[config.mk]
export PLATFORM = sky130hd
export DESIGN_NAME = mm5_sum
export DESIGN_NICKNAME = d
export VERILOG_FILES = /design/src/design/mm5_pkg.sv /design/src/design/mm5_sum.sv
export SDC_FILE = /design/constraint.sdc
export NUM_CORES = 2
export LEC_CHECK = 0
export ABC_CLOCK_PERIOD_IN_PS = 2000
export BUFFER_PORTS_ARGS = -buffer_cell sky130_fd_sc_hd__buf_4
export CAP_MARGIN = 20
export CELL_PAD_IN_SITES_DETAIL_PLACEMENT = 1
export CELL_PAD_IN_SITES_GLOBAL_PLACEMENT = 1
export CORE_AREA = 4 4 766 768
export DETAILED_ROUTE_END_ITERATION = 8
export DIE_AREA = 0 0 770 772
export PLACE_DENSITY_LB_ADDON = 0.15
export SLEW_MARGIN = 20
export SYNTH_ARGS = -nofsm -noshare
export SYNTH_HDL_FRONTEND = slang
export SYNTH_SLANG_ARGS = --single-unit
export TNS_END_PERCENT = 1
[constraint.sdc]
create_clock -name clk -period 2 [get_ports clk]
set_input_delay 0.2 -clock clk [delete_from_list [all_inputs] [get_ports clk]]
set_output_delay 0.2 -clock clk [all_outputs]
set_load 0.03 [all_outputs]
[src/design/mm5_pkg.sv]
// Shared types, constants and helpers for the 5x5 row-wise matrix multiplier.
package mm5_pkg;

	localparam int DIM       = 5;
	localparam int FRAC_BITS = 16;
	localparam int ELEM_W    = 32;
	localparam int ROW_W     = 3;
	localparam int PROD_W    = 2 * ELEM_W;
	localparam int SUM_W     = PROD_W + $clog2(DIM);

	typedef enum logic {
		OP_LOAD = 1'b0,
		OP_MUL  = 1'b1
	} opcode_t;

	typedef logic signed [ELEM_W-1:0] elem_t;
	typedef logic signed [PROD_W-1:0] prod_t;
	typedef logic signed [SUM_W-1:0]  sum_t;

	typedef elem_t [DIM-1:0]             row_t;
	typedef row_t  [DIM-1:0]             matrix_t;
	typedef prod_t [DIM-1:0][DIM-1:0]    prod_mat_t;
	typedef sum_t  [DIM-1:0]             sum_row_t;

	typedef struct packed {
		opcode_t           opcode;
		logic [ROW_W-1:0]  row_index;
		elem_t             elem_4;
		elem_t             elem_3;
		elem_t             elem_2;
		elem_t             elem_1;
		elem_t             elem_0;
	} in_word_t;

	typedef struct packed {
		logic [ROW_W-1:0]  out_row;
		elem_t             prod_4;
		elem_t             prod_3;
		elem_t             prod_2;
		elem_t             prod_1;
		elem_t             prod_0;
		logic              saturated;
	} out_word_t;

	typedef struct packed {
		logic              vld;
		logic [ROW_W-1:0]  row;
	} ctl_t;

	function automatic row_t in_row(in_word_t w);
		row_t r;
		r[0] = w.elem_0;
		r[1] = w.elem_1;
		r[2] = w.elem_2;
		r[3] = w.elem_3;
		r[4] = w.elem_4;
		return r;
	endfunction

endpackage

[src/design/mm5_sum.sv]
// Column sum stage: exact sum of the DIM products of each column, registered.
module mm5_sum import mm5_pkg::*; (
	input  logic      clk,
	input  logic      arst_n,
	input  logic      en,
	input  ctl_t      ctl_s2,
	input  prod_mat_t prod_s2,
	output ctl_t      ctl_s3,
	output sum_row_t  sum_s3
);

	sum_row_t sum;

	always_comb begin
		for (int j = 0; j < DIM; j++) begin
			sum[j] = '0;
			for (int k = 0; k < DIM; k++) begin
				sum[j] = sum[j] + sum_t'(prod_s2[k][j]);
			end
		end
	end

	always_ff @(posedge clk or negedge arst_n) begin
		if (!arst_n) begin
			ctl_s3 <= '0;
		end else if (en) begin
			ctl_s3 <= ctl_s2;
		end
	end

	always_ff @(posedge clk) begin
		if (en) begin
			sum_s3 <= sum;
		end
	end

endmodule

==> metrics <==
setup TNS=-532.57 ns; CTS Hold Buffers Added=20; R2R setup slack=0.69 ns; #FFs+latches synth=339; worst setup margin=-2.48 ns; Routed Antenna Nets=0; final count of negative-setup-slack endpoints=325; Fmax=223 MHz; largest net degree at the start of global routing=33; Placer Congestion=0.900; hpwl dp=408000 um; Crit path max-delay family=compound AO/OA/AOI/OAI gates; Mapped Cells=6848; Pleak=52.2 nW; CP peak stage delay=0.51 ns; worst skew pair latency=0.82 ns; Critical Path AT=4.98 ns; Worst R2R End=ctl_s3[0]; Routed Wire Length=437000 um; placed insts=17900; failing checks=hold timing, setup timing; Worst path slowest cell=fa_1; Async S/R FF share, synth=0.0118; Post-Layout Cell Count=18100; Buffers on Ports=1945; Worst R2R Path Depth=2; post-DR vias/cell=3.28; drt first pass iters=5; CP required=2.50 ns; Die Span X=770 um; CTS root buf=clkbuf_16; Cell Area, Synth=58800 um2; WS Path Type=input port to flip-flop; crit end category=flip-flop; Layout Nets=13200; Post-Syn Nets=9760; Netlist cell types=84; max-cap viol count=0; crit path launch type=input port; VDD IR-drop max=0.000732 V; DR vias=59400; Starting Density=0.101; top cell type's share of synthesized area=0.330; biggest area consumer among synthesized cells=fa_1; die footprint=594000 um2; worst hold path depth=3; initial antenna violation count=260; Hold Slack=-0.0653 ns; Top FF cell, synth=edfxtp_1; Hold WC Path Type=input port to flip-flop; Rel. slew slack=0.587; Tot GR Track Use=0.142; reg2reg start=ctl_s3[0]; Max Clock Skew=0 ns; first-pass GRT wire length=580000 um; status=complete, but fails checks; Slew Limit Fails=0; final hold violations=1; Area Overhead vs Synth=71.6%; sequential-to-total area share from yosys stat=0.173; Tmin final=4.48 ns; Synth area leaders=fa_1 33%, inv_1 18%, edfxtp_1 17%; Critical Path Fanout Max=5; number of fill cells=68700; Synth Area per Inst=8.59 um2; Worst Max-Slew Pin Slew=0.612 ns; worst hold endpoint=sum_s3[269]; Ports=1946; initial DRC count=2577; Post-synth EDFFs=335; total grt overflow=0; std cell rows=280; H-Tree Depth=3; CTS Buf Count=70; worst path buffer plus inverter count=8; unrepaired setup endpoints after global routing=yes; wire per inst=24.1 um; Die Y=772 um; Clk pin slew, worst setup/hold paths=0.06 ns; share of cells above drive strength 1=0.392; core region area=580000 um2; clock sink count=339; CTS tree=yes; PwrDens=1590 nW/um2; period utilization=2.24; # DRC=0; Synth Warn #=0; Max clock buf depth=4; cells along the critical path=buf_4 -> inv_1 -> fa_1 -> inv_1 -> fa_1 -> inv_1 -> fa_1 -> inv_1 -> ha_1 -> a21o_1 -> buf_4 -> a21o_1 -> a21oi_2 -> nor2b_1 -> a311oi_1 -> buf_4 -> o21ai_1 -> buf_4 -> a31oi_2 -> o21bai_1 -> a21boi_1 -> xnor2_1; vias in the first global route=68000; hold path startpoint=prod_s2[1536]
==> synthesized netlist by cell type (8+ instances only) <==
master	instances
inv_1	2769
fa_1	970
a21oi_1	390
edfxtp_1	335
ha_1	335
nand2_1	260
o21ai_0	221
xnor2_1	201
nor2_1	183
a21o_1	175
clkbuf_1	125
xor2_1	113
nand4_1	105
o21bai_1	70
nand3_1	63
a31oi_1	48
nor3_1	44
nand2b_1	39
o21a_1	36
and3_1	35
nor2b_1	28
a211oi_1	24
o31ai_1	17
o211ai_1	16
a21boi_0	15
a221oi_1	15
and2_1	15
a211o_1	12
or3_1	12
a221o_1	11
and4_1	10
nor4_1	10
o21ai_1	10
or2_2	10
a41oi_1	9
o41ai_1	8
==> cells by family after synthesis <==
kind of cell	synth area share
multiplexers	0.00111
flip-flops	0.173
buffers and inverters	0.185
XOR/XNOR	0.0468
adder cells (fa/ha/maj)	0.402
AND/OR/NAND/NOR	0.0704
AO/OA/AOI/OAI	0.122
==> placed cells by master, fill, tap and decap left out, drive strengths merged, types with 175 or more instances in the layout <==
cell type,instances
buf,3465
inv,2770
fa,970
a21oi,390
edfxtp,335
ha,335
nand2,260
o21ai,231
xnor2,201
nor2,183
a21o,175
==> worst max path at each step <==
stage | startpoint | depth (start not counted) | slack (ns) | to
6_report | prod_s2[783] | 22 | -2.48 | sum_s3[196]
5_1_grt | prod_s2[782] | 21 | -2.61 | sum_s3[197]
4_1_cts | prod_s2[88] | 20 | -2.40 | sum_s3[133]
3_5_place_dp | prod_s2[1] | 23 | -3.75 | sum_s3[65]
3_3_place_gp | prod_s2[1] | 23 | -3.74 | sum_s3[65]
2_1_floorplan | prod_s2[157] | 18 | -2.50 | sum_s3[193]
==> tightest hold or removal path: cells and delay by family <==
kind | cells | cell delay [ns]
adder cells (fa/ha/maj) | 2 | 0.31
buffers and inverters | 1 | 0.08
==> stage by stage <==
step	total power [mW]	utilization	instance area [um2]	hold slack [ns]	worst slack [ns]
floorplan	68.1	-	58900	-0.0956	-2.50
global placement	140	0.164	95000	-0.00331	-3.74
detailed placement	140	0.164	95000	0.00111	-3.75
CTS	161	0.172	99900	-0.184	-2.40
global route	174	0.174	101000	-0.156	-2.61
finish	161	0.174	101000	-0.0653	-2.48
==> state kept, by name (all words and copies together), names as in the netlist <==
| register | cells |
|---|---|
| ctl_s3 | 4 |
| sum_s3 | 335 |
==> routing by layer <==
metal / vias up / share of wire / global-route usage
met4: 46 / 0.015 / 0.0188
met3: 462 / 0.074 / 0.0422
met2: 1701 / 0.45 / 0.229
met1: 29900 / 0.46 / 0.192
li1: 27300 / - / -
met5: - / 0.00067 / 0
==> where the power goes <==
group          total [mW]  switching (mW)  internal [mW]
Sequential           17.3            2.43           14.9
Combinational         131            73.2           57.8
Clock                12.3            5.04           7.23
Total                 161            80.7           79.9
==> cell type report <==
| cell class | count | area (um2) | share of cell area |
|---|---|---|---|
| Antenna cell | 44 | 110 | 0.00109 |
| Clock inverter | 40 | 394 | 0.00391 |
| Timing Repair Buffer | 3485 | 27400 | 0.272 |
| Clock buffer | 80 | 1830 | 0.0182 |
| Tap cell | 7755 | 9700 | 0.0962 |
| Inverter | 2769 | 10400 | 0.103 |
| Sequential cell | 339 | 10200 | 0.101 |
| Multi-Input combinational cell | 3613 | 40800 | 0.405 |
==> timing repair <==
item | 4_1_cts | 5_1_grt
endpoints found under the hold margin | 67 | 2
pin swaps | 120 | 67
endpoints found under the setup margin | 325 | 326
gates cloned | 0 | 0
setup buffers | 12 | 5
gates resized for setup | 492 | 179
(Power assumes the default switching activity.)
