--- src/design/mm5_pkg.sv ---
// Shared types, constants and helpers for the 5x5 row-wise matrix multiplier.
package mm5_pkg;

	localparam int DIM       = 5;
	localparam int FRAC_BITS = 16;
	localparam int ELEM_W    = 32;
	localparam int ROW_W     = 3;
	localparam int PROD_W    = 2 * ELEM_W;
	localparam int SUM_W     = PROD_W + $clog2(DIM);

	typedef enum logic {
		OP_LOAD = 1'b0,
		OP_MUL  = 1'b1
	} opcode_t;

	typedef logic signed [ELEM_W-1:0] elem_t;
	typedef logic signed [PROD_W-1:0] prod_t;
	typedef logic signed [SUM_W-1:0]  sum_t;

	typedef elem_t [DIM-1:0]             row_t;
	typedef row_t  [DIM-1:0]             matrix_t;
	typedef prod_t [DIM-1:0][DIM-1:0]    prod_mat_t;
	typedef sum_t  [DIM-1:0]             sum_row_t;

	typedef struct packed {
		opcode_t           opcode;
		logic [ROW_W-1:0]  row_index;
		elem_t             elem_4;
		elem_t             elem_3;
		elem_t             elem_2;
		elem_t             elem_1;
		elem_t             elem_0;
	} in_word_t;

	typedef struct packed {
		logic [ROW_W-1:0]  out_row;
		elem_t             prod_4;
		elem_t             prod_3;
		elem_t             prod_2;
		elem_t             prod_1;
		elem_t             prod_0;
		logic              saturated;
	} out_word_t;

	typedef struct packed {
		logic              vld;
		logic [ROW_W-1:0]  row;
	} ctl_t;

	function automatic row_t in_row(in_word_t w);
		row_t r;
		r[0] = w.elem_0;
		r[1] = w.elem_1;
		r[2] = w.elem_2;
		r[3] = w.elem_3;
		r[4] = w.elem_4;
		return r;
	endfunction

endpackage

--- src/design/mm5_sat.sv ---
// Output stage: fixed-point shift, saturation and the result register.
module mm5_sat import mm5_pkg::*; (
	input  logic      clk,
	input  logic      arst_n,
	input  logic      en,
	input  ctl_t      ctl_s3,
	input  sum_row_t  sum_s3,
	output logic      out_vld_q,
	output out_word_t out_q
);

	localparam elem_t POS_MAX = {1'b0, {(ELEM_W-1){1'b1}}};
	localparam elem_t NEG_MAX = {1'b1, {(ELEM_W-1){1'b0}}};

	sum_row_t  shifted;
	row_t      val;
	logic [DIM-1:0] clip;
	out_word_t nxt;

	always_comb begin
		for (int j = 0; j < DIM; j++) begin
			// arithmetic shift floors toward minus infinity
			shifted[j] = sum_s3[j] >>> FRAC_BITS;
			clip[j] = !(&shifted[j][SUM_W-1:ELEM_W-1] || ~|shifted[j][SUM_W-1:ELEM_W-1]);
			if (clip[j]) begin
				val[j] = shifted[j][SUM_W-1] ? NEG_MAX : POS_MAX;
			end else begin
				val[j] = shifted[j][ELEM_W-1:0];
			end
		end
		nxt.out_row   = ctl_s3.row;
		nxt.prod_0    = val[0];
		nxt.prod_1    = val[1];
		nxt.prod_2    = val[2];
		nxt.prod_3    = val[3];
		nxt.prod_4    = val[4];
		nxt.saturated = |clip;
	end

	always_ff @(posedge clk or negedge arst_n) begin
		if (!arst_n) begin
			out_vld_q <= 1'b0;
		end else if (en) begin
			out_vld_q <= ctl_s3.vld;
		end
	end

	always_ff @(posedge clk) begin
		if (en) begin
			out_q <= nxt;
		end
	end

endmodule
--- config.mk ---
export PLATFORM = sky130hd
export DESIGN_NAME = mm5_sat
export DESIGN_NICKNAME = d
export VERILOG_FILES = /design/src/design/mm5_pkg.sv /design/src/design/mm5_sat.sv
export SDC_FILE = /design/constraint.sdc
export NUM_CORES = 1
export LEC_CHECK = 0
export BUFFER_PORTS_ARGS = -buffer_cell sky130_fd_sc_hd__buf_4
export CORE_AREA = 2 2 195 197
export DETAILED_ROUTE_END_ITERATION = 12
export DIE_AREA = 0 0 197 199
export HOLD_SLACK_MARGIN = 0.08
export SYNTH_ARGS = -nofsm -noshare
export SYNTH_HDL_FRONTEND = slang
export SYNTH_SLANG_ARGS = --single-unit
--- constraint.sdc ---
create_clock -name clk -period 1.05 [get_ports clk]
set_clock_uncertainty 0.05 [all_clocks]
set_input_delay 0.21 -clock clk [delete_from_list [all_inputs] [get_ports clk]]
set_output_delay 0.21 -clock clk [all_outputs]
set_load 0.01 [all_outputs]
==> key figures, run 1 <==
Die
  – Die ar.: 0.03920 mm²
  – IO Count: 507
  – FP Rows: 71
  – CORE AREA: 0.03713 mm²
  – Initial Util: 18.72%
  – Die Y: 199 µm
  – Die X: 197 µm

Power
  – Total power: 0.01856 W
  – Pwr/cell area: 1166 mW/mm²
  – Max VDD drop: 0.001074 V
  – Pleak: 6.979 nW

Critical path
  – Critical path startpoint category: flip-flop
  – CP bufs+invs: 1
  – Cell Chain, Critical Path: buf_6
  – Arr. time, crit path: 1050 ps
  – Reg2reg setup slack: 240 ps
  – Crit path required time: 790 ps
  – FF-to-FF path depth: 1
  – Reg2reg start: out_vld_q$_DFFE_PN0P_
  – CP top delay family: flip-flops
  – Critical path class: reg -> out
  – Slowest cell on crit path: edfxtp_1
  – Critical path launch point: out_q[0]$_DFFE_PP_
  – Crit Path Max Fanout: 1
  – Max stage delay on crit path: 450 ps
  – FF-to-FF End: out_vld_q$_DFFE_PN0P_
  – Crit path capture type: primary output

Placed design
  – Placer Congestion: 0.8157
  – DP Cell Count: 1487
  – HPWL after DPL: 19480 µm
  – Area after DPL: 0.01149 mm²
  – Place WS: -728.4 ps
  – Buffers on Ports: 426

Yosys
  – Yosys top cell by area: edfxtp_1
  – Avg Cell Area, Syn: 12.35 µm²
  – Netlist cell types: 21
  – Most numerous cell in the Yosys netlist: edfxtp_1
  – Top cell type's share of synthesized area: 70.84%
  – YS warnings: 0
  – Synth area leaders: edfxtp_1, o21ai_0, inv_1, a21o_1, nor4_1
  – Most frequent cells after synthesis: edfxtp_1, inv_1, o21ai_0, a21o_1, clkbuf_1
  – Syn_nets: 905
  – Synth Flop Type: edfxtp_1
  – Seq/Total Area, Yosys: 71.20%
  – Post-synth EDFFs: 164
  – Fraction of registers with async set/reset: 0.6061%
  – Synth Cell Area: 0.006952 mm²
  – #FFs+latches synth: 165
  – Post-synthesis cell count: 563

Finish
  – Storage element area: 0.004950 mm²
  – Nets@finish: 1576
  – Area of the multi-input gates: 0.002360 mm²
  – Fin area: 0.01592 mm²
  – Layout area overhead: 128.9%
  – Antenna cells: 0
  – Share of layout cells above drive strength 1: 57.62%
  – FILL cells: 3288
  – Non-filler cells, final: 1720

Drt
  – Residual DRC: 0
  – DRT Wirelength: 30030 µm
  – DRT Pass-1 Iters: 4
  – Via count: 7239
  – Drt wl/cell: 17.46 µm
  – Initial DRC Count: 223
  – Final ANT Viol Nets: 0
  – Via-to-Cell Ratio: 4.209

Clocking
  – Root Driver: clkbuf_16
  – Cts bufs inserted: 17
  – Clock Latency Late Sink: 430 ps
  – H-Tree Depth: 4
  – Reg clk slew, reported paths: 70 ps
  – Clk buf depth: 2
  – Clock sink count: 165
  – CTS tree: built

Global routing
  – Vias in the first global route: 7785
  – First-pass GRT wire length: 42980 µm
  – Antenna violations before repair: 0
  – Largest net degree at the start of global routing: 22
  – GRT Total Usage: 14.64%
  – GRT overflow: 0

Timing
  – Max-slew violations: 0
  – Tmin final: 1312 ps
  – Final setup margin: -261.5 ps
  – Worst Max-Slew Pin Slew: 382.0 ps
  – Max Clock Freq: 762.5 MHz
  – Hold Fails Final Rpt: 0
  – Setup TNS: -55680 ps
  – Final setup fails: 321
  – Unrepaired setup endpoints after global routing: yes
  – Slew headroom: 74.44%
  – Tcrit/Tclk final: 124.9%

Outcome
  – Violations in the final reports: negative setup slack
  – Status: complete, but fails checks

Hold path
  – Hold path startpoint: sum_s3[172]
  – Worst Hold Class: in -> reg
  – Hold path depth: 3
  – Hold Path End: out_q[87]$_DFFE_PP_

Run
  – Number of violations of the max-capacitance limit: 0
[per-stage QoR]
step | utilization, % | hold slack, ps
final | 42.86 | 105.2
after global routing | 42.86 | 85.97
after CTS | 41.74 | 91.12
after detailed placement | 30.94 | -63.20
after global placement | 30.94 | -64.39
after floorplan | - | -135.6
[where the power goes]
| part | internal [W] | leakage, nW | switching [W] |
|---|---|---|---|
| registers | 0.00783 | 1.62 | 0.000258 |
| logic | 0.00247 | 5.07 | 0.00157 |
| clock network | 0.00357 | 0.290 | 0.00286 |
[cells in the final DEF, fill, tap and decap left out]
| cell type | netlist | routed |
|---|---|---|
| nor3_2 | 0 | 2 |
| o21ai_2 | 0 | 110 |
| clkinv_4 | 0 | 4 |
| nand4_1 | 25 | 25 |
| buf_16 | 0 | 12 |
| edfxtp_1 | 164 | 164 |
| o21ai_4 | 0 | 7 |
| dlygate4sd3_1 | 0 | 164 |
| a2bb2o_4 | 0 | 1 |
| nand2_1 | 6 | 4 |
| buf_6 | 4 | 202 |
| buf_8 | 0 | 14 |
| buf_4 | 3 | 270 |
| dfrtp_1 | 1 | 1 |
| nor3_1 | 5 | 3 |
| nor2_4 | 1 | 1 |
| clkbuf_16 | 0 | 19 |
| clkinv_2 | 0 | 1 |
| clkinvlp_4 | 0 | 1 |
| mux2_2 | 1 | 1 |
| o21ai_1 | 16 | 7 |
| a21o_1 | 31 | 31 |
| inv_8 | 0 | 3 |
| nand2_2 | 0 | 2 |
| a2bb2oi_4 | 0 | 4 |
| nand3_2 | 0 | 5 |
| nor4_4 | 0 | 18 |
| nor2_1 | 5 | 5 |
| inv_6 | 0 | 3 |
| bufinv_16 | 0 | 2 |
| inv_1 | 124 | 124 |
| buf_12 | 0 | 21 |
| nor4_2 | 0 | 8 |
| nand2b_4 | 0 | 7 |
[layout make-up]
| type | count | share of cell area, % |
|---|---|---|
| Clock inverter | 14 | 1.053 |
| Timing Repair Buffer | 685 | 43.69 |
| Inverter | 124 | 2.925 |
| Clock buffer | 17 | 2.673 |
| Multi-Input combinational cell | 241 | 14.83 |
| Sequential cell | 165 | 31.10 |
| Tap cell | 474 | 3.726 |
[state kept, by name, indices dropped and copies added (netlist names)]
register   count
out_q        164
out_vld_q      1
[routing by layer]
metal	share of wire, %	track usage, %
met1	36	14.77
met5	0	0
met4	2.6	5.904
met2	55	27.81
met3	7.0	4.646
[worst max-delay path by stage]
stage	to	depth (start not counted)
floorplan	out_q[131]$_DFFE_PP_	7
global placement	out_q[63]$_DFFE_PP_	9
detailed placement	out_q[42]$_DFFE_PP_	9
CTS	out_q[0]	1
global route	out_q[0]	1
finish	out_q[0]	1
[repair_timing]
action / CTS / global route
hold endpoints to repair: 163 / 0
setup buffers: 20 / 9
hold buffers: 164 / 0
gates resized for setup: 291 / 127
setup endpoints to repair: 321 / 321
pin swaps: 31 / 28
cloned: 19 / 1
[cells by family (layout without fill, tap and decap cells)]
| family | Yosys count | in the layout | synth area share [%] |
|---|---|---|---|
| AOI/OAI and AO/OA | 160 | 160 | 12.94 |
| buffers and inverters | 160 | 840 | 9.233 |
| and+or+nand+nor | 77 | 80 | 6.461 |
| DFF | 165 | 165 | 71.20 |
| muxes | 1 | 1 | 0.1620 |
Power figures use the tool's default switching activity.
==> inputs of run 2 (changes only) <==
--- a/config.mk
+++ b/config.mk
@@ -6,9 +6,9 @@
 export NUM_CORES = 1
 export LEC_CHECK = 0
 export BUFFER_PORTS_ARGS = -buffer_cell sky130_fd_sc_hd__buf_4
-export CORE_AREA = 2 2 195 197
+export CORE_AREA = 2 2 197 199
 export DETAILED_ROUTE_END_ITERATION = 12
-export DIE_AREA = 0 0 197 199
+export DIE_AREA = 0 0 199 201
 export HOLD_SLACK_MARGIN = 0.08
 export SYNTH_ARGS = -nofsm -noshare
 export SYNTH_HDL_FRONTEND = slang
==> run 2 against run 1 <==
Flip-flop and latch count is the same. Design area shrank 0.47%. Cell count grew 2.2%. The run still ends with negative setup slack left. Largest power group unchanged. Clock power shrank 5.4%. Core utilization shrank 1.3 points. Combinational power is essentially flat. Wire length grew 0.57%. Global-route usage shrank 0.098 points. Highest routed layer unchanged. Register-to-register slack is essentially flat. Sequential power is essentially flat. Non-clock buffer count shrank 8. Critical path type unchanged. Critical endpoint is now out_q[36].
==> key figures, run 2 (synthesis results as in run 1) <==
Outcome
  – Status: complete, but fails checks
  – Violations in the final reports: negative setup slack

Global routing
  – Vias in the first global route: 7726
  – Largest net degree at the start of global routing: 52
  – GRT Total Usage: 14.54%
  – First-pass GRT wire length: 43010 µm
  – Antenna violations before repair: 4
  – GRT overflow: 0

Timing
  – Unrepaired setup endpoints after global routing: yes
  – Tcrit/Tclk final: 127.8%
  – Setup TNS: -58320 ps
  – Tmin final: 1342 ps
  – Worst Max-Slew Pin Slew: 372.6 ps
  – Hold Fails Final Rpt: 0
  – Final setup fails: 321
  – Max-slew violations: 0
  – Final setup margin: -292.3 ps
  – Slew headroom: 75.10%
  – Max Clock Freq: 745.0 MHz

Finish
  – Non-filler cells, final: 1758
  – Max reg flops: 164
  – Share of layout cells above drive strength 1: 57.20%
  – Commonest cells after routing, fill and taps aside: buf_4, buf_6, dlygate4sd3_1
  – Largest registers: out_q (164), out_vld_q (1)
  – Nets@finish: 1565
  – Layout area overhead: 127.9%
  – Most common cell after layout, fill and taps aside: buf_4
  – Largest Register: out_q

Die
  – Die ar.: 0.04000 mm²
  – Die X: 199 µm
  – Initial Util: 18.24%
  – IO Count: 507
  – Die Y: 201 µm
  – CORE AREA: 0.03811 mm²
  – FP Rows: 72

Drt
  – Via count: 7110
  – Via-to-Cell Ratio: 4.044
  – Residual DRC: 0
  – Final ANT Viol Nets: 0
  – DRT Pass-1 Iters: 4
  – DRT Wirelength: 30200 µm
  – Initial DRC Count: 216
  – Drt wl/cell: 17.18 µm

Critical path
  – FF-to-FF End: out_vld_q$_DFFE_PN0P_
  – Slowest cell on crit path: edfxtp_1
  – FF-to-FF path depth: 1
  – Crit path required time: 790 ps
  – Cell Chain, Critical Path: buf_6
  – CP top delay family: flip-flops
  – CP bufs+invs: 1
  – Crit Path Max Fanout: 1
  – Crit path capture type: primary output
  – Max stage delay on crit path: 470 ps
  – Critical path startpoint category: flip-flop
  – Arr. time, crit path: 1080 ps
  – Critical path launch point: out_q[36]$_DFFE_PP_
  – Reg2reg setup slack: 240 ps
  – Critical path class: reg -> out
  – Reg2reg start: out_vld_q$_DFFE_PN0P_

Power
  – Pleak: 6.881 nW
  – Max VDD drop: 0.001117 V
  – Pwr/cell area: 1149 mW/mm²

Run
  – Number of violations of the max-capacitance limit: 0

Placed design
  – Placer Congestion: 0.7746
  – Buffers on Ports: 426
  – Place WS: -885.1 ps
  – DP Cell Count: 1517
  – HPWL after DPL: 19470 µm

Clocking
  – Clock sink count: 165
  – Reg clk slew, reported paths: 70 ps
  – Root Driver: clkbuf_16
  – Cts bufs inserted: 17
  – CTS tree: built
  – H-Tree Depth: 4
  – Clock Latency Late Sink: 440 ps
  – Clk buf depth: 2

Hold path
  – Hold path startpoint: sum_s3[238]
  – Hold path depth: 3
  – Hold Path End: out_q[118]$_DFFE_PP_
  – Worst Hold Class: in -> reg
-- run 2: how the worst max path moves through the flow --
stage / to / slack [ps] / cells after the start
floorplan: out_q[131]$_DFFE_PP_ / -410 / 7
global placement: out_q[0]$_DFFE_PP_ / -950 / 7
detailed placement: out_q[0]$_DFFE_PP_ / -890 / 7
CTS: out_q[0] / -330 / 1
global route: out_q[80]$_DFFE_PP_ / -330 / 9
finish: out_q[36] / -290 / 1
-- run 2: routing by layer --
metal  vias up  GRT usage [%]  wire [µm]
met3        59          4.318       2105
met1      3407          14.99      11030
met4         0          6.583       1021
li1       3330              -          -
met5         -              0          0
met2       314          26.82      16040
-- run 2: layout make-up --
cell class	count	area, µm²
antenna	4	10.01
timing repair buffer	677	6875
tap	518	648.1
fill	3476	22270
inverter	124	465.4
clock buffer	18	429.2
clock inverter	14	118.9
multi-input combinational	238	2344
sequential	165	4950
-- run 2: power breakdown --
part / total [W] / switching, W / internal, W
logic: 0.00403 / 0.00157 / 0.00247
clock network: 0.00608 / 0.00298 / 0.00309
registers: 0.00808 / 0.000254 / 0.00783
-- run 2: tightest hold or removal path: stages --
cell     delay, ps
buf_4           80
inv_1           70
o21ai_4        160
-- run 2: through the flow --
stage	total power [W]	utilization, %	hold slack [ps]	instance area [µm²]
after floorplan	0.008807	-	-135.6	7380
after global placement	0.01080	30.05	-63.88	11450
after detailed placement	0.01085	30.05	-62.32	11450
after CTS	0.01825	40.28	104.5	15350
after global routing	0.01897	41.56	102.2	15840
final	0.01820	41.57	129.9	15840
-- run 2: timing repair --
action,CTS,global route
cloned,20,3
setup endpoints to repair,321,321
hold buffers,166,0
resized for setup,274,141
hold endpoints to repair,165,0
buffers inserted,19,10
pin swaps,28,20
