**src/design/mm5_pkg.sv**
```systemverilog
// Shared types, constants and helpers for the 5x5 row-wise matrix multiplier.
package mm5_pkg;

	localparam int DIM       = 5;
	localparam int FRAC_BITS = 16;
	localparam int ELEM_W    = 32;
	localparam int ROW_W     = 3;
	localparam int PROD_W    = 2 * ELEM_W;
	localparam int SUM_W     = PROD_W + $clog2(DIM);

	typedef enum logic {
		OP_LOAD = 1'b0,
		OP_MUL  = 1'b1
	} opcode_t;

	typedef logic signed [ELEM_W-1:0] elem_t;
	typedef logic signed [PROD_W-1:0] prod_t;
	typedef logic signed [SUM_W-1:0]  sum_t;

	typedef elem_t [DIM-1:0]             row_t;
	typedef row_t  [DIM-1:0]             matrix_t;
	typedef prod_t [DIM-1:0][DIM-1:0]    prod_mat_t;
	typedef sum_t  [DIM-1:0]             sum_row_t;

	typedef struct packed {
		opcode_t           opcode;
		logic [ROW_W-1:0]  row_index;
		elem_t             elem_4;
		elem_t             elem_3;
		elem_t             elem_2;
		elem_t             elem_1;
		elem_t             elem_0;
	} in_word_t;

	typedef struct packed {
		logic [ROW_W-1:0]  out_row;
		elem_t             prod_4;
		elem_t             prod_3;
		elem_t             prod_2;
		elem_t             prod_1;
		elem_t             prod_0;
		logic              saturated;
	} out_word_t;

	typedef struct packed {
		logic              vld;
		logic [ROW_W-1:0]  row;
	} ctl_t;

	function automatic row_t in_row(in_word_t w);
		row_t r;
		r[0] = w.elem_0;
		r[1] = w.elem_1;
		r[2] = w.elem_2;
		r[3] = w.elem_3;
		r[4] = w.elem_4;
		return r;
	endfunction

endpackage

```
**src/design/mm5_bstore.sv**
```systemverilog
// Storage of the right-hand matrix B, written one row per load word.
module mm5_bstore import mm5_pkg::*; (
	input  logic             clk,
	input  logic             arst_n,
	input  logic             we,
	input  logic [ROW_W-1:0] wrow,
	input  row_t             wdata,
	output matrix_t          b_q
);

	always_ff @(posedge clk or negedge arst_n) begin
		if (!arst_n) begin
			b_q <= '0;
		end else begin
			for (int r = 0; r < DIM; r++) begin
				if (we && wrow == ROW_W'(r)) begin
					b_q[r] <= wdata;
				end
			end
		end
	end

endmodule

```
**config.mk**
```make
export PLATFORM = sky130hd
export DESIGN_NAME = mm5_bstore
export DESIGN_NICKNAME = d
export VERILOG_FILES = /design/src/design/mm5_pkg.sv /design/src/design/mm5_bstore.sv
export SDC_FILE = /design/constraint.sdc
export NUM_CORES = 1
export LEC_CHECK = 0
export ABC_CLOCK_PERIOD_IN_PS = 2500
export CORE_AREA = 10 10 366 368
export DETAILED_ROUTE_END_ITERATION = 10
export DIE_AREA = 0 0 376 378
export DONT_BUFFER_PORTS = 1
export GPL_TIMING_DRIVEN = 1
export PLACE_DENSITY_LB_ADDON = 0.15
export SLEW_MARGIN = 15
export SYNTH_ARGS = -nofsm -noshare
export SYNTH_HDL_FRONTEND = slang
export SYNTH_SLANG_ARGS = --single-unit
```
**constraint.sdc**
```tcl
create_clock -name clk -period 2.5 [get_ports clk]
set_clock_uncertainty 0.2 [all_clocks]
set_input_delay 0.125 -clock clk [delete_from_list [all_inputs] [get_ports clk]]
set_output_delay 0.125 -clock clk [all_outputs]
set_load 0.02 [all_outputs]
```
==> results of run 1 <==
timing repair:
item                       4_1_cts  5_1_grt
hold endpoints to repair      1600      159
setup endpoints to repair        0       15
buffers inserted                 0        4
cells in the mapped netlist, drive strengths merged:
library cell / n / area share
dfrtp: 800 / 0.68
mux2: 800 / 0.30
buf: 87 / 0.017
nor4bb: 3 / 0.0010
clkbuf: 1 / 0.00013
nand4b: 1 / 0.00030
nor4b: 1 / 0.00080
power groups by stage:
stage | registers [mW] | clock network (mW) | logic [mW]
floorplan | 21.0 | 0 | 2.58
global placement | 23.0 | 0 | 2.77
detailed placement | 22.9 | 0 | 2.93
CTS | 22.7 | 14.1 | 3.79
global route | 23.0 | 14.5 | 4.45
finish | 22.6 | 13.6 | 4.03
layout by cell type, fill, tap and decap left out:
cell / n
nor4bb_4: 3
nor4b_4: 1
clkinv_8: 1
clkinv_16: 2
bufinv_16: 3
inv_8: 1
inv_6: 2
dfrtp_1: 800
inv_16: 1
buf_4: 32
diode_2: 4
buf_12: 20
nand4b_1: 1
clkbuf_1: 21
mux2_1: 100
mux2_2: 700
dlygate4sd3_1: 262
buf_16: 5
clkbuf_16: 94
clkbuf_8: 26
clkinv_2: 15
clkinvlp_4: 1
cell type report:
cell class	count	area, µm²
multi-input cells	805	9120
well taps	1662	2080
diodes	4	10.0
fillers	12600	89000
repair buffers	319	3400
flip-flops and latches	800	20000
clock buffers	141	2790
clock inverters	26	298
how the worst max path moves through the flow:
stage | to | start | depth (start not counted) | slack (ns)
after global routing | b_q[225] | wrow[0] | 6 | -0.004
after detailed placement | b_q[782] | we | 4 | 0.50
after CTS | b_q[57] | wrow[0] | 6 | 0.03
final | b_q[225] | wrow[0] | 6 | 0.003
after floorplan | b_q[640] | wrow[0] | 5 | 0.95
after global placement | b_q[785] | we | 4 | 0.47
routing by layer:
metal  share of wire  wire (µm)  global-route usage
met5               0          0                   0
met4           0.030       3220              0.0489
met3            0.16      17000              0.0998
met2            0.49      53000               0.248
met1            0.32      35200               0.142
logic make-up after synthesis:
logic type | synth area share
multiplexers | 0.304
flip-flops | 0.676
buffers and inverters | 0.0174
AND/OR/NAND/NOR | 0.00211
==> results.txt, run 1 <==
status - finished with violations
failing checks - hold timing
routed vias - 16200
synthesis-stage register bit count - 800
relative slew slack - 0.255
Cells after Synth - 1693
highest fanout seen on the critical path - 42
post-route minimum period - 2.50 ns
Max Fclk - 0.401 GHz
Hold Fails Final Rpt - 246
clk sinks - 800
Synth Net Count - 1859
Place WS - 0.495 ns
CTS buffer count - 92
synthesized area per cell - 17.5 µm²
Critical Path RT - 2.86 ns
reg2reg end - b_q[57]
DR iter-0 viols - 581
gr ovfl total - 0
ratio of cells with drive above 1 in the final layout - 0.434
Via density - 4.31
core area - 0.127 mm²
max cap viols - 0
initial antenna violation count - 20
largest net degree at the start of global routing - 801
num rows - 131
Final WS setup - 0.00314 ns
Final Net Count - 2184
H-Tree Depth - 3
Comb power frac - 0.100
cell area after layout - 0.0377 mm²
Final Util - 0.298
Seq/Total Area, Yosys - 0.676
GR Util All Layers - 0.146
Register-to-Register Path Depth - 2
YS warnings - 0
Switching Fraction - 0.343
crit-path leading delay family - buffers and inverters
placed cell count - 3315
Non-Filler Instances - 3757
Pwr Total - 40.2 mW
startpoint types - primary input
CP Buf/Inv Count - 4
Regs by FF count - b_q: 800 flops
Crit path arrival time - 2.86 ns
Leak - 15.9 nW
VDD IR max - 549 µV
hold-fix buffers at CTS - 262
min-delay worst type - in -> async
PwrDens - 1070 mW/mm²
IO Port Bufs - 0
crit end category - flop
final wirelength - 108000 µm
clock tree buffer depth - 3
clock latency on the worst-skew pair - 0.68 ns
Reg2Reg Launch Point - b_q[57]
Crit path largest cell delay - 0.77 ns
Final setup viols - 0
clock root cell - clkbuf_16
WHS - -1.07 ns
Initial Util - 0.234
First-pass DRT Iterations - 4
reg2reg setup slack - 0.78 ns
Flop pwr share - 0.562
P_sw - 13.8 mW
setup_tns - 0 ns
vias in the first global route - 18000
dpl cell area - 0.0318 mm²
critical path cell sequence - dlygate4sd3_1 -> nor4bb_4 -> buf_12 -> buf_12 -> mux2_2 -> dlygate4sd3_1
post_cts resized - 0
Int Pwr - 26.4 mW
crit path kind - in -> reg
Worst path slowest cell - dlygate4sd3_1
Clock Power Share - 0.338
Top reg by flops - b_q
Clk pin slew, worst setup/hold paths - 0.05 ns
Die X - 376 µm
post-synthesis cell type count - 9
drt wl/cell - 28.9 µm
Worst-Margin Slew - 1.12 ns
cell area after synthesis - 0.0296 mm²
area of the die - 0.142 mm²
# IOs - 966
Pins Over Slew Limit - 0
max reg flops - 800
# DRC - 0
final period utilization - 0.999
DP Wirelength - 78800 µm
CTS tree - yes
Die Height - 378 µm
GPL Wtd Cong - 0.732
Area Growth Syn to Fin - 27.4%
Post-DRT Antenna Nets - 0
global-route wire length before repair - 150000 µm
Note: power is estimated with default switching activity, not from simulation.
==> run 2: changes to the inputs <==
--- a/config.mk
+++ b/config.mk
@@ -11,7 +11,7 @@
 export DIE_AREA = 0 0 376 378
 export DONT_BUFFER_PORTS = 1
 export GPL_TIMING_DRIVEN = 1
-export PLACE_DENSITY_LB_ADDON = 0.15
+export PLACE_DENSITY = 0.42
 export SLEW_MARGIN = 15
 export SYNTH_ARGS = -nofsm -noshare
 export SYNTH_HDL_FRONTEND = slang
==> run 2 against run 1 <==
Compared with the run above: the flow still finishes with violations (hold timing); via count fell by 0.35%; critical path depth did not move; sequential share of layout area rose by 0.52 points; die area did not move; register-to-register slack got worse by 0.06 ns; first-iteration DRC count rose by 10%; worst setup slack improved by 0.025 ns; clock power fell by 4%; clock-buffer cell count fell by 10; critical endpoint is now b_q[341]; largest cell class unchanged.
==> results.txt, run 2 (synthesis results as in run 1) <==
core area - 0.127 mm² (unchanged)
GPL Wtd Cong - 0.742 (+1.3%)
Die Height - 378 µm (unchanged)
Hold Fails Final Rpt - 475 (+93%)
P_sw - 13.4 mW (-2.9%)
First-pass DRT Iterations - 4 (unchanged)
CTS tree - yes
max cap viols - 0 (unchanged)
gr ovfl total - 0 (unchanged)
final period utilization - 0.989 (-0.0101)
dpl cell area - 0.0318 mm² (-0.13%)
Regs by FF count - b_q: 800 flops
# DRC - 0 (unchanged)
commonest non-fill, non-tap cells in the layout - dfrtp_1, mux2_2, dlygate4sd3_1
routed vias - 16100 (-0.35%)
crit path kind - in -> reg
max reg flops - 800 (unchanged)
clock tree buffer depth - 3 (unchanged)
reg2reg setup slack - 0.72 ns (-0.06 ns)
crit-path leading delay family - buffers and inverters
PwrDens - 1060 mW/mm² (-0.96%)
Leak - 15.7 nW (-1.0%)
initial antenna violation count - 23 (+15%)
post-route minimum period - 2.47 ns (-0.0253 ns)
Area Growth Syn to Fin - 26.2%
relative slew slack - 0.283 (+0.0281)
Pins Over Slew Limit - 0 (unchanged)
WHS - -1.06 ns (+0.00624 ns)
clock latency on the worst-skew pair - 0.65 ns (-0.03 ns)
ratio of cells with drive above 1 in the final layout - 0.436 (+0.00243)
DP Wirelength - 76100 µm (-3.4%)
clk sinks - 800 (unchanged)
IO Port Bufs - 0 (unchanged)
Worst path slowest cell - dlygate4sd3_1
drt wl/cell - 28.3 µm (-2.0%)
Final Net Count - 2166 (-0.82%)
GR Util All Layers - 0.142 (-0.00460)
Die X - 376 µm (unchanged)
Final setup viols - 0 (unchanged)
clock root cell - clkbuf_16
failing checks - hold timing
# IOs - 966 (unchanged)
Clk pin slew, worst setup/hold paths - 0.06 ns (about the same)
num rows - 131 (unchanged)
Crit path largest cell delay - 0.74 ns (-0.03 ns)
global-route wire length before repair - 146000 µm (-2.7%)
Crit path arrival time - 2.83 ns (-0.03 ns)
Switching Fraction - 0.340 (-0.00331)
Comb power frac - 0.099 (about the same)
CTS buffer count - 89 (-3.3%)
placed cell count - 3316 (+0.030%)
cell area after layout - 0.0373 mm² (-0.97%)
Worst-Margin Slew - 1.08 ns (-0.0421 ns)
final wirelength - 106000 µm (-2.7%)
Reg2Reg Launch Point - b_q[39]
CP most frequent cell - dlygate4sd3_1
startpoint types - primary input
Pwr Total - 39.4 mW (-1.9%)
status - finished with violations
area of the die - 0.142 mm² (unchanged)
CP Buf/Inv Count - 4 (unchanged)
min-delay worst type - in -> async
Max Fclk - 0.405 GHz (+1.0%)
Top reg by flops - b_q
Int Pwr - 26.0 mW (-1.4%)
vias in the first global route - 17900 (-0.40%)
DR iter-0 viols - 639 (+10%)
Initial Util - 0.234 (unchanged)
largest net degree at the start of global routing - 801 (unchanged)
hold-fix buffers at CTS - 247 (-5.7%)
highest fanout seen on the critical path - 41 (-2.4%)
Non-Filler Instances - 3732 (-0.67%)
Flop pwr share - 0.569 (+0.007)
H-Tree Depth - 3 (unchanged)
crit end category - flop
reg2reg end - b_q[39]
Register-to-Register Path Depth - 2 (unchanged)
commonest non-fill, non-tap cell in the layout - dfrtp_1
Critical Path RT - 2.85 ns (about the same)
VDD IR max - 555 µV (+0.99%)
critical path cell sequence - dlygate4sd3_1 -> nor4bb_4 -> clkbuf_16 -> buf_12 -> mux2_2 -> dlygate4sd3_1
Post-DRT Antenna Nets - 0 (unchanged)
Via density - 4.32 (+0.32%)
Clock Power Share - 0.331 (-0.007)
[run 2: final cells by class]
type	instances	area, µm²
Sequential cell	800	20000
Antenna cell	9	22.5
Multi-Input combinational cell	805	9120
Timing Repair Buffer	304	3190
Clock buffer	131	2680
Tap cell	1662	2080
Clock inverter	21	244
Fill cell	12600	89400
[run 2: worst register-to-register path, delay by kind of cell, from the launching register on]
| family | cells | cell delay (ns) |
|---|---|---|
| flip-flops | 1 | 0.55 |
| buffers and inverters | 1 | 0.55 |
| multiplexers | 1 | 0.37 |
[run 2: power by group through the flow]
stage               combinational (mW)  clock, mW  sequential [mW]
floorplan                         2.58          0             21.0
global placement                  2.76          0             22.8
detailed placement                2.93          0             22.8
CTS                               3.73       13.5             22.6
global route                      4.32       14.0             22.9
finish                            3.91       13.1             22.4
[run 2: timing repair]
| item | 4_1_cts | 5_1_grt |
|---|---|---|
| buffers inserted | 0 | 3 |
| hold endpoints to repair | 1600 | 475 |
| setup endpoints to repair | 0 | 22 |
| resized for setup | 0 | 1 |
[run 2: metrics by stage]
step	util	setup slack, ns	setup TNS [ns]
after global placement	0.251	0.450	0
after detailed placement	0.251	0.434	0
final	0.295	0.0284	0
after global routing	0.295	-0.0105	-0.0138
after CTS	0.293	0.0292	0
after floorplan	-	0.945	0
[run 2: per-layer routing]
layer | global-route usage | share of wire | up-vias
met5 | 0 | 0.00012 | -
met1 | 0.143 | 0.33 | 8590
met4 | 0.0556 | 0.032 | 2
li1 | - | - | 6633
met3 | 0.0909 | 0.15 | 171
met2 | 0.235 | 0.49 | 737
[run 2: worst max path at each step]
stage / start / end / slack [ns] / cells after the start
CTS: wrow[2] / b_q[664] / 0.03 / 6
finish: wrow[1] / b_q[341] / 0.03 / 6
floorplan: wrow[0] / b_q[640] / 0.95 / 5
global placement: we / b_q[276] / 0.45 / 4
global route: wrow[1] / b_q[341] / -0.01 / 6
detailed placement: we / b_q[268] / 0.43 / 4
==> run 3: changes to the inputs <==
==> constraint.sdc (replaced) <==
create_clock -name clk -period 2.5 [get_ports clk]
set_clock_uncertainty 0.2 [all_clocks]
set_input_delay 0.25 -clock clk [delete_from_list [all_inputs] [get_ports clk]]
set_output_delay 0.25 -clock clk [all_outputs]
set_load 0.02 [all_outputs]
==> run 3 against run 2 <==
Compared with the run above: the run still ends with hold timing left; first-iteration DRC count rose by 6.1%; non-clock buffer count shrank 59; clock power hardly changed; critical path depth unchanged; worst setup slack better by 0.045 ns; final cell count fell by 1.4%; combinational power is 3% lower; sequential share of layout area increased by 0.58 points; critical path type unchanged; largest cell class unchanged.
==> results.txt, run 3 (synthesis results as in run 1) <==
status - finished with violations
failing checks - hold timing
setup_tns - 0 ns (unchanged)
Hold Fails Final Rpt - 186 (-61%)
P_sw - 13.5 mW (+0.93%)
Max Fclk - 0.412 GHz (+1.9%)
ratio of cells with drive above 1 in the final layout - 0.444 (+0.00764)
area of the die - 0.142 mm² (unchanged)
# IOs - 966 (unchanged)
VDD IR max - 610 µV (+9.9%)
num rows - 131 (unchanged)
max reg flops - 800 (unchanged)
max cap viols - 0 (unchanged)
dpl cell area - 0.0318 mm² (about the same)
critical path cell sequence - dlygate4sd3_1 -> nor4bb_4 -> buf_12 -> buf_4 -> mux2_2 -> dlygate4sd3_1
Worst path slowest cell - dlygate4sd3_1
crit path kind - in -> reg
Worst-Margin Slew - 0.868 ns (-0.207 ns)
Flop pwr share - 0.568 (about the same)
placed cell count - 3306 (-0.30%)
vias in the first global route - 17000 (-4.8%)
min-delay worst type - in -> async
Die Height - 378 µm (unchanged)
Post-DRT Antenna Nets - 0 (unchanged)
Clk pin slew, worst setup/hold paths - 0.06 ns (about the same)
largest net degree at the start of global routing - 801 (unchanged)
final wirelength - 104000 µm (-1.9%)
Comb power frac - 0.096 (-0.003)
routed vias - 15900 (-1.6%)
First-pass DRT Iterations - 4 (unchanged)
clock tree buffer depth - 3 (unchanged)
Area Growth Syn to Fin - 24.8%
global-route wire length before repair - 144000 µm (-1.8%)
Int Pwr - 26.0 mW (-0.18%)
Final setup viols - 0 (unchanged)
core area - 0.127 mm² (unchanged)
commonest non-fill, non-tap cell in the layout - dfrtp_1
IO Port Bufs - 0 (unchanged)
Regs by FF count - b_q: 800 flops
WHS - -0.729 ns (+0.332 ns)
cell area after layout - 0.0370 mm² (-1.1%)
final period utilization - 0.970 (-0.0182)
Top reg by flops - b_q
highest fanout seen on the critical path - 20 (-51%)
DR iter-0 viols - 678 (+6.1%)
Critical Path RT - 2.87 ns (+0.02 ns)
clk sinks - 800 (unchanged)
drt wl/cell - 28.1 µm (-0.48%)
Final Util - 0.292 (-0.00313)
initial antenna violation count - 26 (+13%)
gr ovfl total - 0 (unchanged)
GPL Wtd Cong - 0.738 (-0.49%)
Initial Util - 0.234 (unchanged)
commonest non-fill, non-tap cells in the layout - dfrtp_1, mux2_2, dlygate4sd3_1
PwrDens - 1070 mW/mm² (+1.3%)
Crit path largest cell delay - 0.74 ns (about the same)
startpoint types - primary input
Final Net Count - 2108 (-2.7%)
relative slew slack - 0.421 (+0.138)
Via density - 4.31 (-0.20%)
Non-Filler Instances - 3678 (-1.4%)
CTS tree - yes
GR Util All Layers - 0.139 (-0.00284)
RSZ-0062 raised after global routing - false
Switching Fraction - 0.342 (+0.00248)
post-route minimum period - 2.43 ns (-0.0454 ns)
Leak - 15.5 nW (-1.3%)
CTS buffer count - 90 (+1.1%)
Die X - 376 µm (unchanged)
H-Tree Depth - 3 (unchanged)
Pins Over Slew Limit - 0 (unchanged)
Crit path arrival time - 2.80 ns (-0.03 ns)
crit end category - flop
clock latency on the worst-skew pair - 0.66 ns (about the same)
# DRC - 0 (unchanged)
clock root cell - clkbuf_16
Clock Power Share - 0.337 (+0.006)
CP most frequent cell - dlygate4sd3_1
DP Wirelength - 75300 µm (-1.0%)
run 3: critical path: cells and delay by family:
family        cells  cell delay [ns]
mux               1             0.36
simple gates      1             0.36
buf+inv           4             1.80
run 3: final timing paths:
| path | start | to | slack, ns | cells after the start |
|---|---|---|---|---|
| max | wrow[0] | b_q[251] | 0.07 | 6 |
| min | arst_n | b_q[798] | -0.73 | 2 |
| max reg2reg | b_q[125] | b_q[125] | 0.81 | 2 |
| min reg2reg | b_q[32] | b_q[32] | 0.45 | 1 |
| max in group asynchronous | arst_n | b_q[519] | 0.25 | 5 |
| min in group clk | wrow[0] | b_q[600] | 0.09 | 3 |
run 3: routing by layer:
metal  vias up  part of all wire  global-route usage
met5         -                 0                   0
met4         0             0.021              0.0369
met3       140              0.15              0.0877
met2       717              0.49               0.233
met1      8470              0.34               0.145
li1       6541                 -                   -
run 3: metrics by stage:
| stage | power [mW] | setup slack, ns |
|---|---|---|
| 2_1_floorplan | 23.5 | 0.820 |
| 3_3_place_gp | 25.5 | 0.474 |
| 3_5_place_dp | 25.7 | 0.474 |
| 4_1_cts | 39.8 | 0.0927 |
| 5_1_grt | 41.3 | 0.00191 |
| 6_report | 39.5 | 0.0739 |
run 3: power groups by stage:
| stage | sequential [mW] | combinational (mW) | clock [mW] |
|---|---|---|---|
| after global routing | 22.9 | 4.19 | 14.3 |
| after detailed placement | 22.8 | 2.93 | 0 |
| after global placement | 22.8 | 2.76 | 0 |
| final | 22.4 | 3.78 | 13.3 |
| after floorplan | 21.0 | 2.58 | 0 |
| after CTS | 22.6 | 3.55 | 13.7 |
run 3: layout make-up:
class	instances	area [µm²]
fill	12600	89700
sequential	800	20000
multi-input combinational	805	9120
timing repair buffer	245	2720
clock buffer	134	2650
tap	1662	2080
clock inverter	28	352
antenna	4	10.0
run 3: what timing repair did:
item                                   in CTS  in global routing
endpoints found under the hold margin    1600                186
resized for setup                           0                  1
setup endpoints to repair                   0                  4
setup buffers                               0                  3
hold buffers                              195                  2
